## src/hw/rtl/hno_pkg.sv

```systemverilog
package hno_pkg;
  localparam int unsigned Radius     = 4;
  localparam int unsigned MaxColumns = 256;
  localparam int unsigned MaxRows    = 256;
  localparam int unsigned ColW       = $clog2(MaxColumns);
  localparam int unsigned RowW       = $clog2(MaxRows);
  localparam int unsigned AddrW      = ColW + RowW;
  localparam int unsigned Window     = 2 * Radius;
  localparam int unsigned OffW       = $clog2(Window);
  localparam int unsigned CntW       = $clog2(Window * Window);
  localparam int unsigned SumW       = 16 + CntW;
  localparam int unsigned NumW       = 16 + 8 + CntW;
  localparam int unsigned QueueDepth = 4;
  localparam int unsigned QPtrW      = $clog2(QueueDepth);

  localparam logic KindLoad  = 1'b0;
  localparam logic KindQuery = 1'b1;

  localparam logic [1:0] RegWidth = 2'd0;
  localparam logic [1:0] RegRows  = 2'd1;
  localparam logic [1:0] RegLimit = 2'd2;
  localparam logic [1:0] RegScale = 2'd3;

  typedef struct packed {
    logic             kind;
    logic [ColW-1:0]  pos_x;
    logic [RowW-1:0]  pos_y;
    logic [15:0]      sample;
    logic [7:0]       in_red;
    logic [7:0]       in_green;
    logic [7:0]       in_blue;
  } req_t;

  typedef struct packed {
    logic [7:0] out_red;
    logic [7:0] out_green;
    logic [7:0] out_blue;
    logic       darkened;
  } res_t;

  typedef enum logic [3:0] {
    StIdle, StCentre, StCentreWait, StScan, StScanLast, StTest, StMul1, StMul2,
    StDiv, StApply, StOut
  } back_st_e;
endpackage

```

## src/hw/rtl/hno_front.sv

```systemverilog
module hno_front (
  input  logic          clk_i,
  input  logic          rst_ni,
  input  logic          in_valid_i,
  output logic          in_ready_o,
  input  hno_pkg::req_t in_req_i,
  output logic          map_we_o,
  output logic [hno_pkg::AddrW-1:0] map_waddr_o,
  output logic [15:0]   map_wdata_o,
  output logic          q_valid_o,
  input  logic          q_pop_i,
  output hno_pkg::req_t q_req_o,
  input  logic          back_busy_i
);
  import hno_pkg::*;

  req_t              fifo_q [QueueDepth];
  logic [QPtrW-1:0]  wr_q, wr_d, rd_q, rd_d;
  logic [QPtrW:0]    cnt_q, cnt_d;
  logic              acc, push;

  // a load may only bypass the queue when no query is pending or in progress
  assign acc        = in_valid_i && in_ready_o;
  assign in_ready_o = (cnt_q != (QPtrW+1)'(QueueDepth)) &&
                      (in_req_i.kind == KindQuery || (cnt_q == '0 && !back_busy_i));
  assign push       = acc && in_req_i.kind == KindQuery;
  assign map_we_o    = acc && in_req_i.kind == KindLoad;
  assign map_waddr_o = {in_req_i.pos_y, in_req_i.pos_x};
  assign map_wdata_o = in_req_i.sample;
  assign q_valid_o   = cnt_q != '0;
  assign q_req_o     = fifo_q[rd_q];

  always_comb begin
    wr_d  = push ? wr_q + QPtrW'(1) : wr_q;
    rd_d  = q_pop_i ? rd_q + QPtrW'(1) : rd_q;
    cnt_d = cnt_q + (QPtrW+1)'(push) - (QPtrW+1)'(q_pop_i);
  end

  always_ff @(posedge clk_i or negedge rst_ni) begin
    if (!rst_ni) begin
      wr_q  <= '0;
      rd_q  <= '0;
      cnt_q <= '0;
    end else begin
      wr_q  <= wr_d;
      rd_q  <= rd_d;
      cnt_q <= cnt_d;
    end
  end

  always_ff @(posedge clk_i) begin
    if (push) begin
      fifo_q[wr_q] <= in_req_i;
    end
  end
endmodule

```

## config.mk

```make
export PLATFORM = sky130hd
export DESIGN_NAME = hno_front
export DESIGN_NICKNAME = d
export VERILOG_FILES = /design/src/hw/rtl/hno_pkg.sv /design/src/hw/rtl/hno_front.sv
export SDC_FILE = /design/constraint.sdc
export NUM_CORES = 1
export LEC_CHECK = 0
export ABC_CLOCK_PERIOD_IN_PS = 2770
export BUFFER_PORTS_ARGS = -buffer_cell sky130_fd_sc_hd__buf_2
export CELL_PAD_IN_SITES_DETAIL_PLACEMENT = 0
export CELL_PAD_IN_SITES_GLOBAL_PLACEMENT = 1
export CORE_ASPECT_RATIO = 0.75
export CORE_MARGIN = 5
export CORE_UTILIZATION = 44
export CTS_CLUSTER_DIAMETER = 120
export DETAILED_ROUTE_END_ITERATION = 12
export PLACE_DENSITY = 0.7
export SYNTH_ARGS = -nofsm -noshare
export SYNTH_HDL_FRONTEND = slang
export SYNTH_SLANG_ARGS = --single-unit
```

## constraint.sdc

```tcl
create_clock -name clk_i -period 2.77 [get_ports clk_i]
set_input_delay 0.6925 -clock clk_i [delete_from_list [all_inputs] [get_ports clk_i]]
set_output_delay 0.6925 -clock clk_i [all_outputs]
set_load 0.02 [all_outputs]
```

* After elaboration in Yosys (flattened, before gate mapping)
Memories as Yosys holds them, arrays and structs flattened.
Cells that the tools add are included.
** Storage, ports and cells
- Input port bits :: 62
- Bits in latches :: 0
- Logic and storage cells :: 21
- Bits in writable memories :: 228
- Output and inout bits :: 92
- Memories kept :: 1
- Bits in read-only memories :: 0
- Register bits :: 7
** Memory list
- fifo_q :: depth 4, width 57, read ports 1, clocked after memory_dff 0, write ports 1, RTL line hno_front.sv:17 : req_t fifo_q [QueueDepth];
** Cells by class
- Multiplexer cells :: 2
- Shifts and indexed selects :: 0
- Bitwise operators :: 1
- Add/sub/neg operators :: 4
- Reductions and logical operators :: 9
- Equality and inequality tests :: 1
- Multiply operators :: 0
- Div/mod/pow operators :: 0
- Magnitude comparators :: 0
** Operator list (count)
- 1-bit logical AND :: 5
- 2-bit by 1-bit adder with 2-bit output (second input constant) :: 2
- 3-bit by 1-bit adder with 3-bit output :: 1
- 3-bit zero test :: 1
- 3-bit != test (second input constant) :: 1
- 3-bit nonzero test :: 1
- 3-bit by 1-bit subtractor with 3-bit output :: 1
- 1-bit two-way mux :: 2
- 1-bit zero test :: 1
- 1-bit logical OR :: 1
- 1-bit NOT :: 1

* Longest topological paths before layout
- Depth in word-level cells :: 8
- Depth in mapped cells :: 11
- Gate-level depth less buffers :: 10

* Least setup slack after synthesis
No wires, ideal clock.
- Path type :: register -> register
- Start :: register cnt_q[1]
- End :: register cnt_q[2]
- Stages on the path, launching flop included :: 12
- Required time :: 2.645 ns
- Path slack :: 0.446 ns
- Library setup time :: 0.125 ns
- Clock period less this slack :: 2.324 ns
- Arrival time :: 2.199 ns
- Buffers on the path :: 1
- Path through :: dfrtp_1 or3b_1 and3_1 buf_6 inv_1 ha_1 inv_1 ha_1 inv_1 fa_1 xnor2_1 xnor2_1
** Between the ends
- Word-level cells in the longest chain between the ends :: 8
- Elaborated cells between the ends (all ways) :: 9
- Classes of those cells :: 2 x add/sub; 1 x eq/ne; 6 x reduce/logical
** RTL lines
- start: declaration :: RTL line hno_front.sv:19 : logic [QPtrW:0] cnt_q, cnt_d;
- start signal: assignment :: RTL line hno_front.sv:47 : cnt_q <= cnt_d;
- 3-bit zero test :: RTL line hno_front.sv:25 : (in_req_i.kind == KindQuery || (cnt_q == '0 && !back_busy_i));
- 1-bit logical AND :: RTL line hno_front.sv:25
- 1-bit logical OR :: RTL line hno_front.sv:25
- 1-bit logical AND :: RTL line hno_front.sv:24 : assign in_ready_o = (cnt_q != (QPtrW+1)'(QueueDepth)) &&
- 1-bit logical AND :: RTL line hno_front.sv:23 : assign acc = in_valid_i && in_ready_o;
- 1-bit logical AND :: RTL line hno_front.sv:26 : assign push = acc && in_req_i.kind == KindQuery;
- 3-bit by 1-bit adder with 3-bit output * :: RTL line hno_front.sv:36 : cnt_d = cnt_q + (QPtrW+1)'(push) - (QPtrW+1)'(q_pop_i);
- 3-bit by 1-bit subtractor with 3-bit output * :: RTL line hno_front.sv:36
- net cnt_d[2] :: RTL line hno_front.sv:19
The timed path passes the listed nets; every way through them passes the cells marked *.
A chain may end at the register's enable or synchronous reset.

==> summary.txt <==
Status
  • Status: finished clean

Routing
  • Pre-antenna DRT Iters: 4
  • Routed length per placed instance: between 20 and 25 µm
  • Drt first-iter violations: 260
  • Vias: roughly 4100
  • Total wire length: 16400 µm
  • Via density: roughly 5.2
  • Antenna-violating nets left: 0
  • DRC errors left: 0

STA
  • Achievable frequency: roughly 380 MHz
  • Period utilization: between 90% and 100%
  • Worst slew pin tran: around 0.55 ns
  • Slew Limit Fails: 0
  • RSZ-0062 raised after global routing: no
  • Setup TNS: 0 ns
  • Final Hold Vio Count: 0
  • Setup Viol. Count Final: 0
  • Clock period minus final worst setup slack: about 2.6 ns
  • Relative slew slack: a little under two thirds
  • Skew final: ~0.0074 ns

Critical path
  • Worst path cell trace: buf_4 > mux4_2 > buf_2
  • CP bufs+invs: 2
  • Crit-path leading delay family: multiplexers
  • Crit path launch type: flop
  • CP Max Fanout: 8
  • CP Capture Type: primary output
  • CP required: 2.08 ns
  • CP peak stage delay: ~0.53 ns
  • Worst Setup Path Type: reg2out
  • Critical path's slowest cell: mux4_2
  • Data arrival time of the critical path: approximately 2.0 ns

Layout
  • # nets final: between 500 and 600
  • Area of the multi-input gates: 0.00152 mm²
  • Share of layout cells above drive strength 1: between 40% and 50%
  • Reg area: between 0.007 and 0.008 mm²
  • Final core utilization: between 50% and 60%
  • # fillers: about 1600
  • Antenna cell count: 0
  • Area Overhead vs Synth: 18.8%

Synthesis
  • Asr flop ratio synth: slightly below 3%
  • Synth area leaders: edfxtp_1, mux4_2, buf_4
  • Count leader, synth: edfxtp_1
  • Syn Inst Count: 368
  • Post-Syn Area per Cell: 24.1 µm²
  • Yosys reg bits: 235
  • Post-synth top flop: edfxtp_1
  • Seq/Total Area, Yosys: ~79%
  • Synth Net Count: approximately 440
  • Synth unique cells: 22
  • Post-synth top cells: edfxtp_1, mux4_2, buf_4
  • Synthesis warning total: 0
  • Mapped Area: 0.00888 mm²
  • Post-synth EDFFs: roughly 230
  • Post-synth top area cell: edfxtp_1
  • Post-synth top area share: about 77%

Floorplan
  • Boundary pin count: around 150
  • # rows: 45
  • Core area: about 0.020 mm²
  • Initial core utilization: 44.3%
  • Die width: about 170 µm
  • Die H: approximately 130 µm
  • Die ar.: roughly 0.023 mm²

Clocking
  • H-tree Lvls: 1
  • CTS tree: done
  • Clock Tree Buf Depth: 3
  • Clk_lat worst skew: 0.49 ns
  • CTS root buf: clkbuf_16
  • Clock sinks: 235
  • Clock transition at path regs: around 0.060 ns
  • CTS Buf Count: 23
  • Post-CTS Hold Buffers: 0

Global routing
  • Overall Global Routing Usage: 14.2%
  • Largest net degree at the start of global routing: 35
  • Gr ovfl total: 0
  • Vias in the first global route: 4418
  • Antenna violations before repair: 3
  • First-pass GRT wire length: about 26000 µm

Worst hold path
  • HP Class: in2async

Power and ir drop
  • VDD IR max: roughly 0.00052 V
  • Leakage: approximately 3.7 nW
  • PwrDens: slightly above 1000 mW/mm²

Job
  • Max Cap Viol: 0

Placed design
  • DP HPWL: between 10000 and 15000 µm
  • I/O Buffers: about 150
  • Final RePlAce weighted congestion: between 0.6 and 0.7
[repair_timing]
item                       4_1_cts  5_1_grt
setup endpoints to repair       43        0
resized for setup                0        0
setup buffers                    2        0
[logic make-up (layout without fill, tap and decap cells)]
logic type	Yosys count	after routing	share of synthesized area, %
fa+ha+maj	7	7	1.07
mux	58	58	14.6
xor+xnor	5	5	0.493
compound gates	1	1	0.0846
buf+inv	52	215	3.85
simple gates	10	10	0.789
flops	235	235	79.1
[registers in the layout (all words and copies together), names as in the netlist]
name,flops
cnt_q,3
wr_q,2
fifo_q,228
rd_q,2
[layout make-up]
cell class,count,share of cell area (%)
Multi-Input combinational cell,81,14.4
Sequential cell,235,66.6
Timing Repair Buffer,169,9.35
Clock buffer,33,5.81
Tap cell,258,3.06
Clock inverter,7,0.593
Inverter,6,0.213
[per-stage QoR]
step	hold slack, ns	power, mW	cell area, µm²	worst slack [ns]	std cells
after floorplan	0.397	6.83	8880	0.446	368
after global placement	0.533	7.95	9860	0.331	747
after detailed placement	0.545	8.01	9860	0.227	747
after CTS	0.00838	10.9	10500	0.0623	789
after global routing	0.0212	11.3	10500	0.0382	789
final	0.0333	10.7	10500	0.130	789
[worst register-to-register path: cells and delay by family, from the launching register on]
| kind | cells | cell delay, ns |
|---|---|---|
| fa+ha+maj | 3 | 0.72 |
| buf+inv | 3 | 0.20 |
| simple gates | 2 | 0.69 |
| xor+xnor | 2 | 0.33 |
| flops | 1 | 0.44 |
[per-layer routing]
metal  track usage (%)  part of all wire [%]
met5                 0                  0.13
met4              2.64                   1.8
met3              4.71                   7.7
met2              23.3                    48
met1              18.9                    42
[layout by cell type (no fill, tap or decap), types with 4 or more instances in the layout]
cell type,count
dfrtp_1,5
inv_1,6
clkbuf_16,23
buf_12,8
and2_2,4
buf_4,8
ha_1,6
clkbuf_1,10
xnor2_1,4
buf_2,153
edfxtp_1,228
clkinv_2,4
mux4_2,57
[power breakdown]
group	internal, mW	switching, mW	total, mW
Combinational	1.46	1.87	3.34
Clock	1.63	1.19	2.82
Sequential	4.35	0.178	4.53
Total	7.44	3.24	10.7
[path summary, 6_finish.rpt]
kind / from / to / slack, ns / cells past startpoint
setup / recovery: rd_q[0]$_DFFE_PN0P_ / q_req_o[3] / 0.13 / 3
hold / removal: rst_ni / rd_q[0]$_DFFE_PN0P_ / 0.03 / 1
setup reg to reg: cnt_q[1]$_DFF_PN0_ / cnt_q[2]$_DFF_PN0_ / 0.30 / 10
hold reg to reg: cnt_q[0]$_DFF_PN0_ / cnt_q[0]$_DFF_PN0_ / 0.55 / 1
max in group asynchronous: rst_ni / rd_q[0]$_DFFE_PN0P_ / 2.55 / 1
min in group clk_i: in_req_i[44] / fifo_q[2][44]$_DFFE_PP_ / 0.42 / 1
Note: power is estimated with default switching activity, not from simulation.
