**src/hw/rtl/hno_pkg.sv**
```systemverilog
package hno_pkg;
  localparam int unsigned Radius     = 4;
  localparam int unsigned MaxColumns = 256;
  localparam int unsigned MaxRows    = 256;
  localparam int unsigned ColW       = $clog2(MaxColumns);
  localparam int unsigned RowW       = $clog2(MaxRows);
  localparam int unsigned AddrW      = ColW + RowW;
  localparam int unsigned Window     = 2 * Radius;
  localparam int unsigned OffW       = $clog2(Window);
  localparam int unsigned CntW       = $clog2(Window * Window);
  localparam int unsigned SumW       = 16 + CntW;
  localparam int unsigned NumW       = 16 + 8 + CntW;
  localparam int unsigned QueueDepth = 4;
  localparam int unsigned QPtrW      = $clog2(QueueDepth);

  localparam logic KindLoad  = 1'b0;
  localparam logic KindQuery = 1'b1;

  localparam logic [1:0] RegWidth = 2'd0;
  localparam logic [1:0] RegRows  = 2'd1;
  localparam logic [1:0] RegLimit = 2'd2;
  localparam logic [1:0] RegScale = 2'd3;

  typedef struct packed {
    logic             kind;
    logic [ColW-1:0]  pos_x;
    logic [RowW-1:0]  pos_y;
    logic [15:0]      sample;
    logic [7:0]       in_red;
    logic [7:0]       in_green;
    logic [7:0]       in_blue;
  } req_t;

  typedef struct packed {
    logic [7:0] out_red;
    logic [7:0] out_green;
    logic [7:0] out_blue;
    logic       darkened;
  } res_t;

  typedef enum logic [3:0] {
    StIdle, StCentre, StCentreWait, StScan, StScanLast, StTest, StMul1, StMul2,
    StDiv, StApply, StOut
  } back_st_e;
endpackage

```
**src/hw/rtl/hno_back.sv**
```systemverilog
module hno_back (
  input  logic          clk_i,
  input  logic          rst_ni,
  input  logic [8:0]    map_width_i,
  input  logic [8:0]    map_rows_i,
  input  logic [15:0]   shade_limit_i,
  input  logic [7:0]    shade_scale_i,
  input  logic          q_valid_i,
  output logic          q_pop_o,
  input  hno_pkg::req_t q_req_i,
  output logic [hno_pkg::AddrW-1:0] map_raddr_o,
  input  logic [15:0]   map_rdata_i,
  output logic          out_valid_o,
  input  logic          out_ready_i,
  output hno_pkg::res_t out_res_o,
  output logic          busy_o
);
  import hno_pkg::*;

  back_st_e          st_q, st_d;
  req_t              req_q;
  logic [15:0]       h_q;
  logic [OffW-1:0]   ix_q, ix_d, iy_q, iy_d;
  logic [OffW-1:0]   nx, ny;
  logic              xfull_q, xneg_q, yfull_q, yneg_q;
  logic              xfull, xneg, yfull, yneg;
  logic [OffW-1:0]   xend, yend;
  logic              rd_take_q, rd_take_d;
  logic [SumW-1:0]   sum_q;
  logic [CntW:0]     cnt_q;
  logic [NumW-1:0]   num_q, rem_q;
  logic [NumW-1:0]   quo_q;
  logic [$clog2(NumW+1)-1:0] bit_q;
  logic [NumW:0]     trial;
  logic [7:0]        dec;
  logic              dark_q;
  res_t              res_q;
  logic              ov_q;
  logic signed [9:0] dxs, dys;
  logic              cskip, last_cell;

  // window shape per axis
  always_comb begin
    xneg  = {1'b0, q_req_i.pos_x} >= 9'(Radius) &&
            $signed({2'b0, q_req_i.pos_x}) >=
            $signed({1'b0, map_width_i}) - $signed(10'(Radius));
    xfull = {1'b0, q_req_i.pos_x} >= 9'(Radius) && !xneg;
    yneg  = {1'b0, q_req_i.pos_y} >= 9'(Radius) &&
            $signed({2'b0, q_req_i.pos_y}) >=
            $signed({1'b0, map_rows_i}) - $signed(10'(Radius));
    yfull = {1'b0, q_req_i.pos_y} >= 9'(Radius) && !yneg;
  end

  assign xend = xfull_q ? OffW'(Window - 1) : OffW'(Radius - 1);
  assign yend = yfull_q ? OffW'(Window - 1) : OffW'(Radius - 1);

  always_comb begin
    dxs = (xfull_q || xneg_q) ? $signed(10'(ix_q)) - $signed(10'(Radius)) :
                                $signed(10'(ix_q));
    dys = (yfull_q || yneg_q) ? $signed(10'(iy_q)) - $signed(10'(Radius)) :
                                $signed(10'(iy_q));
    cskip = dxs == 10'sd0 && dys == 10'sd0;
    last_cell = ix_q == xend && iy_q == yend;
    nx = ix_q == xend ? '0 : ix_q + OffW'(1);
    ny = ix_q == xend ? iy_q + OffW'(1) : iy_q;
  end

  always_comb begin
    map_raddr_o = {req_q.pos_y, req_q.pos_x};
    if (st_q == StScan) begin
      map_raddr_o = {RowW'($signed({2'b0, req_q.pos_y}) + dys),
                     ColW'($signed({2'b0, req_q.pos_x}) + dxs)};
    end
  end

  always_comb begin
    st_d = st_q;
    case (st_q)
      StIdle:       if (q_valid_i) st_d = StCentre;
      StCentre:     st_d = StCentreWait;
      StCentreWait: st_d = StTest;
      StScan:       if (last_cell) st_d = StScanLast;
      StScanLast:   st_d = StMul1;
      StTest:       st_d = (h_q >= shade_limit_i) ? StScan : StOut;
      StMul1:       st_d = StMul2;
      StMul2:       st_d = dark_q ? StDiv : StOut;
      StDiv:        if (bit_q == '0) st_d = StApply;
      StApply:      st_d = StOut;
      StOut:        if (!ov_q) st_d = StIdle;
      default:      st_d = StIdle;
    endcase
  end

  always_comb begin
    q_pop_o   = st_q == StIdle && q_valid_i;
    ix_d      = ix_q;
    iy_d      = iy_q;
    rd_take_d = 1'b0;
    if (st_q == StScan) begin
      ix_d      = nx;
      iy_d      = ny;
      rd_take_d = !cskip;
    end
  end

  assign trial = {rem_q, num_q[NumW-1]} - {1'b0, NumW'(sum_q)};
  assign dec   = (quo_q + NumW'(rem_q != '0) > NumW'(255)) ? 8'hFF :
                 8'(quo_q + NumW'(rem_q != '0));

  always_ff @(posedge clk_i or negedge rst_ni) begin
    if (!rst_ni) begin
      st_q      <= StIdle;
      ov_q      <= 1'b0;
      rd_take_q <= 1'b0;
    end else begin
      st_q      <= st_d;
      rd_take_q <= rd_take_d;
      if (st_q == StOut && !ov_q) begin
        ov_q <= 1'b1;
      end else if (ov_q && out_ready_i) begin
        ov_q <= 1'b0;
      end
    end
  end

  always_ff @(posedge clk_i) begin
    case (st_q)
      StIdle: begin
        req_q   <= q_req_i;
        xfull_q <= xfull;
        xneg_q  <= xneg;
        yfull_q <= yfull;
        yneg_q  <= yneg;
        ix_q    <= '0;
        iy_q    <= '0;
        sum_q   <= '0;
        cnt_q   <= '0;
        dark_q  <= 1'b0;
      end
      StCentreWait: h_q <= map_rdata_i;
      StScan: begin
        ix_q <= ix_d;
        iy_q <= iy_d;
        if (!cskip) cnt_q <= cnt_q + (CntW+1)'(1);
      end
      StMul1: begin
        num_q  <= NumW'(h_q) * NumW'(shade_scale_i);
        dark_q <= NumW'(h_q) * NumW'(cnt_q) < NumW'(sum_q);
      end
      StMul2: begin
        num_q  <= NumW'(num_q[23:0]) * NumW'(cnt_q);
        rem_q  <= '0;
        quo_q  <= '0;
        bit_q  <= ($clog2(NumW+1))'(NumW);
      end
      StDiv: begin
        if (bit_q != '0) begin
          bit_q <= bit_q - ($clog2(NumW+1))'(1);
          num_q <= {num_q[NumW-2:0], 1'b0};
          if (!trial[NumW]) begin
            rem_q <= trial[NumW-1:0];
            quo_q <= {quo_q[NumW-2:0], 1'b1};
          end else begin
            rem_q <= {rem_q[NumW-2:0], num_q[NumW-1]};
            quo_q <= {quo_q[NumW-2:0], 1'b0};
          end
        end
      end
      StOut: begin
        if (!ov_q) begin
          res_q.darkened  <= dark_q;
          res_q.out_red   <= (dark_q && req_q.in_red   <= dec) ? 8'd0 :
                             dark_q ? req_q.in_red - dec : req_q.in_red;
          res_q.out_green <= (dark_q && req_q.in_green <= dec) ? 8'd0 :
                             dark_q ? req_q.in_green - dec : req_q.in_green;
          res_q.out_blue  <= (dark_q && req_q.in_blue  <= dec) ? 8'd0 :
                             dark_q ? req_q.in_blue - dec : req_q.in_blue;
        end
      end
      default: ;
    endcase
    if (rd_take_q) begin
      sum_q <= sum_q + SumW'(map_rdata_i);
    end
  end

  assign out_valid_o = ov_q;
  assign out_res_o   = res_q;
  assign busy_o      = st_q != StIdle;
endmodule

```
**config.mk**
```make
export PLATFORM = sky130hd
export DESIGN_NAME = hno_back
export DESIGN_NICKNAME = d
export VERILOG_FILES = /design/src/hw/rtl/hno_pkg.sv /design/src/hw/rtl/hno_back.sv
export SDC_FILE = /design/constraint.sdc
export NUM_CORES = 1
export LEC_CHECK = 0
export BUFFER_PORTS_ARGS = -buffer_cell sky130_fd_sc_hd__clkbuf_2
export CORE_MARGIN = 5
export CORE_UTILIZATION = 45
export CTS_BUF_LIST = sky130_fd_sc_hd__clkbuf_4
export DETAILED_ROUTE_END_ITERATION = 8
export GPL_TIMING_DRIVEN = 0
export HOLD_SLACK_MARGIN = 0.02
export PLACE_DENSITY_LB_ADDON = 0.05
export SLEW_MARGIN = 5
export SYNTH_ARGS = -nofsm -noshare
export SYNTH_HDL_FRONTEND = slang
export SYNTH_SLANG_ARGS = --single-unit
```
**constraint.sdc**
```tcl
create_clock -name clk_i -period 6.86 [get_ports clk_i]
set_clock_uncertainty 0.05 [all_clocks]
set_input_delay 1.372 -clock clk_i [delete_from_list [all_inputs] [get_ports clk_i]]
set_output_delay 1.372 -clock clk_i [all_outputs]
set_load 0.1 [all_outputs]
```
# After elaboration in Yosys (flattened, before gate mapping)

Index checks and enable logic that the tools add are counted.

Output and inout port bits: 44
Flip-flop bits (word level): 222
Logic and storage cells: 150

Equal/unequal tests: 19
Multiply operators: 3
Bitwise gates (word level): 1
Multiplexer cells: 38
Reductions and logical operators: 37
Magnitude comparators: 10
Add/sub/neg operators: 16

Operator list:

| kind                                                            | number |
|---|---|
| 2-to-1 mux 30 bit                                               | 4 |
| one-hot mux 30 bit (2 select lines)                             | 2 |
| one-hot mux 30 bit (3 select lines)                             | 1 |
| 2-to-1 mux 22 bit                                               | 2 |
| one-hot mux 4 bit (11 select lines)                             | 1 |
| 2-to-1 mux 8 bit                                                | 4 |
| subtractor 31 x 22 -> 31 bit                                    | 1 |
| adder 30 x 1 -> 30 bit                                          | 1 |
| greater-than comparator 30 x 8 -> 1 bit (second input constant) | 1 |
| multiplier 24 x 7 -> 30 bit                                     | 1 |
| nonzero test 30 bit                                             | 1 |
| <= comparator 8 bit                                             | 3 |
| multiplier 16 x 8 -> 24 bit                                     | 1 |
| subtractor 8 bit                                                | 3 |
| less-than comparator 23 x 22 -> 1 bit                           | 1 |
| multiplier 16 x 7 -> 23 bit                                     | 1 |
| adder 22 x 16 -> 22 bit                                         | 1 |
| greater-or-equal comparator 9 x 10 -> 1 bit                     | 2 |
| logical NOT 10 bit                                              | 2 |
| 2-to-1 mux 10 bit                                               | 2 |
| 2-to-1 mux 4 bit                                                | 5 |
| subtractor 9 x 3 -> 10 bit (second input constant)              | 2 |
| adder 8 bit                                                     | 2 |
| == test 4 x 3 -> 1 bit (second input constant)                  | 4 |
| other kinds (33)                                                | 76 |

# Logic depth before layout (Yosys ltp)

Gate-level depths: netlist of run 1.

Depth after elaboration: 6
Mapped depth: 29

# Worst setup path before layout of run 1

OpenSTA, ideal clock, no wires.

Path type: register -> register
Start: register rem_q[21]
End: register res_q, in the netlist out_res_o[21], data pin
Clock period less this slack: 6.242 ns
Cell stages (with the launch flop): 30
Required time: 6.634 ns
Path slack: 0.618 ns
Path buffers: 2
Arrival: 6.015 ns
Library setup time: 0.176 ns
Path through: edfxtp_1 > clkbuf_1 > or3_1 > or3_1 > nor3_1 > nand2b_1 > or3_1 > ha_1 > ha_1 > nand4_1 > or3_1 > nor3_2 > nand2b_1 > nand2b_1 > a2111oi_0 > nor2_1 > or4_1 > buf_2 > or2_1 > ha_1 > fa_1 > nor2b_1 > o21ai_0 > a21boi_0 > o21ai_0 > nand2b_1 > a21o_1 > a21o_1 > o211ai_1 > o32ai_1

Longest elaborated chain between the ends: 6

Ends and longest elaborated chain:

| item                                                           | RTL line                         | source |
|---|---|---|
| start: declaration                                             | hno_back.sv:31                   | `logic [NumW-1:0] num_q, rem_q;` |
| start signal: assignment                                       | hno_back.sv:161                  | `rem_q <= trial[NumW-1:0];` |
| start signal: assignment                                       | hno_back.sv:164                  | `rem_q <= {rem_q[NumW-2:0], num_q[NumW-1]};` |
| nonzero test 30 bit *                                          | hno_back.sv:107, hno_back.sv:108 |  |
| adder 30 x 1 -> 30 bit *                                       | hno_back.sv:108                  | `8'(quo_q + NumW'(rem_q != '0));` |
| greater-than comparator 30 x 8 -> 1 bit                        | hno_back.sv:107                  | `assign dec = (quo_q + NumW'(rem_q != '0) > NumW'(255)) ? 8'hFF :` |
| 2-to-1 mux 8 bit *                                             | hno_back.sv:107                  |  |
| subtractor 8 bit / <= comparator 8 bit (equally long branches) | hno_back.sv:173, hno_back.sv:172 |  |
| 2-to-1 mux 8 bit / logical AND 1 bit (equally long branches)   | hno_back.sv:173, hno_back.sv:172 |  |
| end: declaration                                               | hno_back.sv:37                   | `res_t res_q;` |

Mark *: on every way between the ends. The rest lies on a longest branch, timed or not.
A chain may end at the register's enable or synchronous reset.

# Worst setup path in the final report of run 1

Start: register cnt_q[3]
End: register dark_q, data pin

Longest elaborated chain between the ends: 3

Ends and longest elaborated chain:

| item                                  | RTL line        | source |
|---|---|---|
| start: declaration                    | hno_back.sv:30  | `logic [CntW:0] cnt_q;` |
| start signal: assignment              | hno_back.sv:144 | `if (!cskip) cnt_q <= cnt_q + (CntW+1)'(1);` |
| multiplier 16 x 7 -> 23 bit           | hno_back.sv:148 | `dark_q <= NumW'(h_q) * NumW'(cnt_q) < NumW'(sum_q);` |
| less-than comparator 23 x 22 -> 1 bit | hno_back.sv:148 |  |
| one-hot mux 1 bit (2 select lines)    | hno_back.sv:127 | `case (st_q)` |
| end signal: assignment                | hno_back.sv:148 |  |
| end: declaration                      | hno_back.sv:36  | `logic dark_q;` |

No other way between the ends.

==> results by group, run 1 <==
Critical path
  • Buf/Inv on CP: 3
  • Setup crit end kind: register
  • CP delay by family, top: adder cells
  • Critical path data required time: 7.38 ns
  • Slowest-stage cell, CP: fa_1
  • Crit path cell chain: clkbuf_8 > and2_1 > fa_1 > fa_1 > fa_1 > inv_1 > fa_1 > inv_1 > ha_1 > and4_1 > nand2_1 > o21bai_1 > a31oi_2 > nor2_2 > o2111a_1 > ha_1 > or3_1 > a2111oi_2 > o211ai_1 > a2111oi_4
  • Crit-path max FO: 10
  • CP startpoint kind: register
  • CP most frequent cell: fa_1
  • Arr. time, crit path: 7.18 ns
  • CP Class: reg2reg
  • R2R Setup Slk: about 0.20 ns
  • Max stage delay on crit path: 0.58 ns

Die
  • Starting Density: 45.2%
  • Die area: 0.0639 mm²
  • Number of core rows: 89
  • Die width: 253 µm
  • Ports: 163
  • Core box area: 0.0587 mm²
  • Chip height: 253 µm

Timing
  • FMAX: approximately 150 MHz
  • Fin Hold WS: 0.350 ns
  • Final period util: 97.1%
  • Tightest Pin Transition: slightly below 1 ns
  • Final setup fails: 0
  • Final Hold Fails: 0
  • Slew Viols, Final: 0
  • Min cycle time layout: roughly 6.7 ns
  • Worst slew margin: 35.6%

Global route
  • Gr usage total: ~24%
  • Initial antenna violation count: 7
  • First-pass GRT wire length: 123000 µm
  • Vias in the first global route: 22400
  • Largest net degree at the start of global routing: 50
  • Overflow after GRT: 0

Route
  • Vias/cell: 5.44
  • DRC Markers: 0
  • Initial DRC Count: 1124
  • Final ANT Viol Nets: 0
  • Wire per inst: between 15 and 20 µm
  • Total Wirelength: between 70000 and 80000 µm
  • Vias: between 20000 and 25000
  • DRT Pass-1 Iters: 6

CTS
  • Clk root buf: clkbuf_4
  • Worst skew pair latency: 0.81 ns
  • Num CTS Buffers: 68
  • Worst-path clk slew: 0.07 ns
  • Clock Path Buffers: 3
  • Hold buffer count at CTS: 0
  • CTS tree: built
  • Clock sinks: ~220
  • CTS H-tree depth: 3

Synthesis
  • Largest area contributor in the netlist: edfxtp_1
  • Top post-synthesis cells by area: edfxtp_1 (24%), fa_1 (20%), ha_1 (13%), inv_1 (5.4%), and2_1 (5.0%)
  • Yosys reg bits: approximately 220
  • Syn Area/Cell: 9.36 µm²
  • Number of synthesized flops with an enable pin: 216
  • Distinct cells, synth: 78
  • Syn Inst Count: 2831
  • Register area share after synthesis: 25.0%
  • Cell Area, Synth: 0.0265 mm²
  • Proportion of synthesized flip-flops having asynchronous set or reset: 2.70%
  • Ys Warns: 0
  • Main flop type after synthesis: edfxtp_1
  • Post-synth top area share: approximately a quarter
  • Post-synthesis net count: 3491

Min path
  • Hold crit path type: in2async

Finish
  • Share of cells above drive strength 1: about an eighth
  • Nets@finish: 3744
  • Fillers: 5532
  • Layout area overhead: 12.2%

Status
  • Status: complete, no violations

Placed design
  • GPL Wtd Cong: 0.930
  • Port bufs: 145
  • DP HPWL: 60700 µm

Run
  • Max_cap viols: 0
## cell type report
cell class	count	area, µm²	area share [%]
Multi-Input combinational cell	2119	18200	61.3
Sequential cell	222	6640	22.3
Inverter	378	1420	4.77
Timing Repair Buffer	188	1100	3.69
Tap cell	773	967	3.25
Clock buffer	91	683	2.30
Buffer	107	539	1.81
Clock inverter	23	153	0.513
Antenna cell	5	12.5	0.0421
## cell families (layout without fill, tap and decap cells)
kind of cell,count (synthesis),count (layout),share of synthesized area (%)
XOR/XNOR,156,156,5.16
other,0,5,0
adder cells (fa/ha/maj),541,541,33.1
AO/OA/AOI/OAI,480,480,11.6
AND/OR/NAND/NOR,921,921,17.2
flip-flops,222,222,25.0
buffers and inverters,490,787,7.01
multiplexers,21,21,0.817
## flip-flops by register name, indices dropped and copies added (netlist names)
signal and count:
req_q 40, num_q 30, quo_q 30, rem_q 30, out_res_o 25, sum_q 22, h_q 16, cnt_q 7
bit_q 5, st_q 4, ix_q 3, iy_q 3, dark_q 1, out_valid_o 1, rd_take_q 1, xfull_q 1
xneg_q 1, yfull_q 1, yneg_q 1
## per-stage QoR
step	area, µm²	setup slack, ns	instances	utilization (%)	setup TNS, ns
finish	29700	0.199	3906	50.7	0
global route	29700	-0.0608	3905	50.7	-0.332
CTS	29500	0.0104	3889	50.3	0
detailed placement	28300	-1.29	3758	48.3	-14.36
global placement	28200	-1.26	3749	48.0	-13.52
floorplan	26500	0.618	2831	-	0
## cells in the mapped netlist, types with 5 or more instances
library cell	n
a211oi_1	15
nand2b_1	30
edfxtp_1	216
mux2i_1	19
dfrtp_1	6
clkbuf_1	88
o21a_1	23
inv_1	378
or2_2	7
a2111oi_0	6
a21oi_1	116
xor2_1	47
or3_1	19
ha_1	273
o31ai_1	6
and3_1	16
nor2_1	130
o22ai_1	23
a221o_1	6
a41oi_1	5
a21o_1	65
a21boi_0	5
nand3_1	29
o21bai_1	17
nand2_1	352
nand4_1	20
o21ai_0	87
nor3_1	39
o211ai_1	10
nor2b_1	21
o21ai_1	24
buf_1	19
a311oi_1	6
fa_1	268
a31oi_1	17
xnor2_1	109
and2_1	213
a22oi_1	14
nor4_1	12
## cell usage in the layout (no fill, tap or decap), types with 23 or more instances in the layout
cell      synthesis  final
inv_1           378    377
nand2_1         352    351
ha_1            273    271
fa_1            268    265
edfxtp_1        216    216
and2_1          213    213
clkbuf_2          0    153
nor2_1          130    128
a21oi_1         116    114
xnor2_1         109    109
clkbuf_4          0     97
o21ai_0          87     85
a21o_1           65     64
clkbuf_1         88     58
xor2_1           47     47
buf_4             2     43
nor3_1           39     37
nand2b_1         30     30
nand3_1          29     29
o21ai_1          24     26
o21a_1           23     23
## final timing paths
path                        endpoint  startpoint  cells after the start
max in group asynchronous  rd_take_q      rst_ni                      1
min in group clk_i         num_q[28]   num_q[27]                      2
setup reg to reg              dark_q    cnt_q[3]                     20
hold reg to reg            num_q[28]   num_q[27]                      2
setup / recovery              dark_q    cnt_q[3]                     20
hold / removal               st_q[1]      rst_ni                      1
## layer usage
layer,vias up,wire length [µm],global-route usage [%]
met5,-,0,0
met4,0,2410,7.97
met3,129,3910,3.87
met2,513,38300,43.2
met1,10600,32500,30.9
li1,10000,-,-
## worst reg2reg max path, stage by stage, from the launching register on
cell       delay (ns)
edfxtp_1         0.50
clkbuf_8         0.23
and2_1           0.17
fa_1             0.50
fa_1             0.54
fa_1             0.56
inv_1            0.06
fa_1             0.58
inv_1            0.06
ha_1             0.37
and4_1           0.28
nand2_1          0.09
o21bai_1         0.19
a31oi_2          0.28
nor2_2           0.08
o2111a_1         0.31
ha_1             0.21
or3_1            0.41
a2111oi_2        0.36
o211ai_1         0.19
a2111oi_4        0.44
## what timing repair did
| action | in CTS | in global routing |
|---|---|---|
| buffers inserted | 20 | 14 |
| gates resized for setup | 64 | 44 |
| pin swaps | 5 | 12 |
| endpoints found under the setup margin | 25 | 24 |
| endpoints found under the hold margin | 0 | 0 |
Power of run 1 is left out: the tool's default activity adds up to more than one toggle a clock period on the data nets, which glitch-free logic cannot reach.
==> run 2: changes to the inputs <==
==> constraint.sdc (replaced) <==
create_clock -name clk_i -period 6.18 [get_ports clk_i]
set_clock_uncertainty 0.05 [all_clocks]
set_input_delay 0.309 -clock clk_i [delete_from_list [all_inputs] [get_ports clk_i]]
set_output_delay 0.309 -clock clk_i [all_outputs]
set_load 0.1 [all_outputs]
==> results by group, run 2 (synthesis gave the netlist of run 1 again) <==
CTS
  • Worst skew pair latency: 0.80 ns
  • Clock Path Buffers: 3
  • Num CTS Buffers: 67
  • CTS tree: built
  • Worst-path clk slew: 0.07 ns
  • Clk root buf: clkbuf_4
  • Clock sinks: roughly 220
  • CTS H-tree depth: 3

Status
  • Failing checks: negative setup slack
  • Status: finished with violations

Finish
  • Fillers: 5414
  • Layout area overhead: 18.8%
  • Nets@finish: approximately 3900
  • Max FFs per register: 40
  • Most common cell after layout, fill and taps aside: inv_1
  • Final core utilization: 53.7%
  • Non-filler cells, final: 4035
  • Largest reg by FF count: req_q
  • Share of cells above drive strength 1: about 16%
  • Most frequent cells in the layout: inv_1 (375), nand2_1 (349), fa_1 (264)

Min path
  • HP Start: shade_limit_i[15]
  • Hold depth: 7
  • Hold crit path type: in2reg
  • Hold endpoint: st_q[3]

Timing
  • Worst slew margin: between 30% and 40%
  • Slew Viols, Final: 0
  • RSZ-0062 raised after global routing: true
  • Final setup fails: 11
  • Final WS setup: -0.0864 ns
  • Final Hold Fails: 0
  • FMAX: approximately 160 MHz
  • Final period util: 101%
  • Min cycle time layout: 6.27 ns
  • Tightest Pin Transition: 0.946 ns

Route
  • DRC Markers: 0
  • DRT Pass-1 Iters: 5
  • Wire per inst: 19.5 µm
  • Initial DRC Count: ~1100
  • Vias/cell: 5.37
  • Total Wirelength: 78700 µm
  • Final ANT Viol Nets: 0
  • Vias: roughly 22000

Die
  • Die width: 253 µm
  • Die area: 0.0639 mm²
  • Chip height: 253 µm
  • Ports: 163
  • Core box area: 0.0587 mm²
  • Number of core rows: a little under 90
  • Starting Density: 45.2%

Critical path
  • R2R Path End: dark_q
  • Setup crit end kind: register
  • Crit-path max FO: 5
  • Reg-to-reg startpoint: cnt_q[2]
  • Arr. time, crit path: ~6.8 ns
  • CP startpoint kind: register
  • Reg2reg path depth: 20
  • Critical path data required time: 6.70 ns
  • R2R Setup Slk: -0.09 ns
  • CP Class: reg2reg

Global route
  • Gr usage total: about a quarter
  • First-pass GRT wire length: 126000 µm
  • Vias in the first global route: ~23000
  • Largest net degree at the start of global routing: 48
  • Initial antenna violation count: 7
  • Overflow after GRT: 0

Placed design
  • GPL Wtd Cong: 0.920
  • Port bufs: 145
  • Inst Count DP: about 3800
  • DP HPWL: 60200 µm

Run
  • Max_cap viols: 0
[run 2: stage by stage]
step	hold WS, ns	instance area [µm²]	TNS, ns	setup slack (ns)
floorplan	-0.0366	26500	0	0.00418
global placement	0.123	28200	-30.62	-1.87
detailed placement	0.123	28300	-31.97	-1.92
CTS	0.0344	31000	-0.0433	-0.0277
global route	0.126	31500	-6.45	-0.381
finish	0.105	31500	-0.483	-0.0864
[run 2: what timing repair did]
action,in CTS,in global routing
setup endpoints to repair,36,33
hold endpoints to repair,71,0
gates resized for setup,156,73
buffers inserted,82,16
pin swaps,30,42
cloned,1,0
hold buffers,64,0
[run 2: layer usage]
layer / vias up / wire length (µm) / track usage (%)
li1: 10300 / - / -
met1: 10700 / 33100 / 30.8
met2: 481 / 39100 / 43.9
met3: 154 / 3290 / 3.66
met4: 0 / 3180 / 10.5
met5: - / 0 / 0
[run 2: worst max-delay path, stage by stage (launching register included)]
cell and delay (ns):
edfxtp_1 0.50, buf_8 0.19, and2_1 0.15, fa_1 0.50, fa_1 0.55, fa_1 0.52, inv_2 0.05, fa_1 0.53
inv_1 0.07, ha_4 0.26, a21o_1 0.18, a21o_1 0.19, a21oi_4 0.27, a31oi_4 0.17, o41ai_4 0.29, xnor2_1 0.18
ha_1 0.21, or3_4 0.38, a2111oi_4 0.20, o211ai_1 0.19, a2111oi_4 0.43
[run 2: area by class of cell]
cell class	instances	area (µm²)	share of cell area (%)
Timing Repair Buffer	316	2270	7.21
Multi-Input combinational cell	2119	18700	59.5
Antenna cell	6	15.0	0.0477
Sequential cell	222	6640	21.1
Buffer	100	601	1.91
Tap cell	773	967	3.07
Inverter	378	1420	4.51
Clock inverter	24	131	0.417
Clock buffer	97	728	2.31
[run 2: worst max-delay path by stage]
stage / endpoint / slack (ns) / depth (start not counted) / from
floorplan: out_res_o[21] / 0.004 / 29 / rem_q[21]
global placement: dark_q / -1.87 / 20 / h_q[4]
detailed placement: dark_q / -1.92 / 24 / h_q[0]
CTS: dark_q / -0.03 / 24 / h_q[9]
global route: out_res_o[13] / -0.38 / 29 / rem_q[21]
finish: dark_q / -0.09 / 20 / cnt_q[2]
Power of run 2 is left out for the same reason.
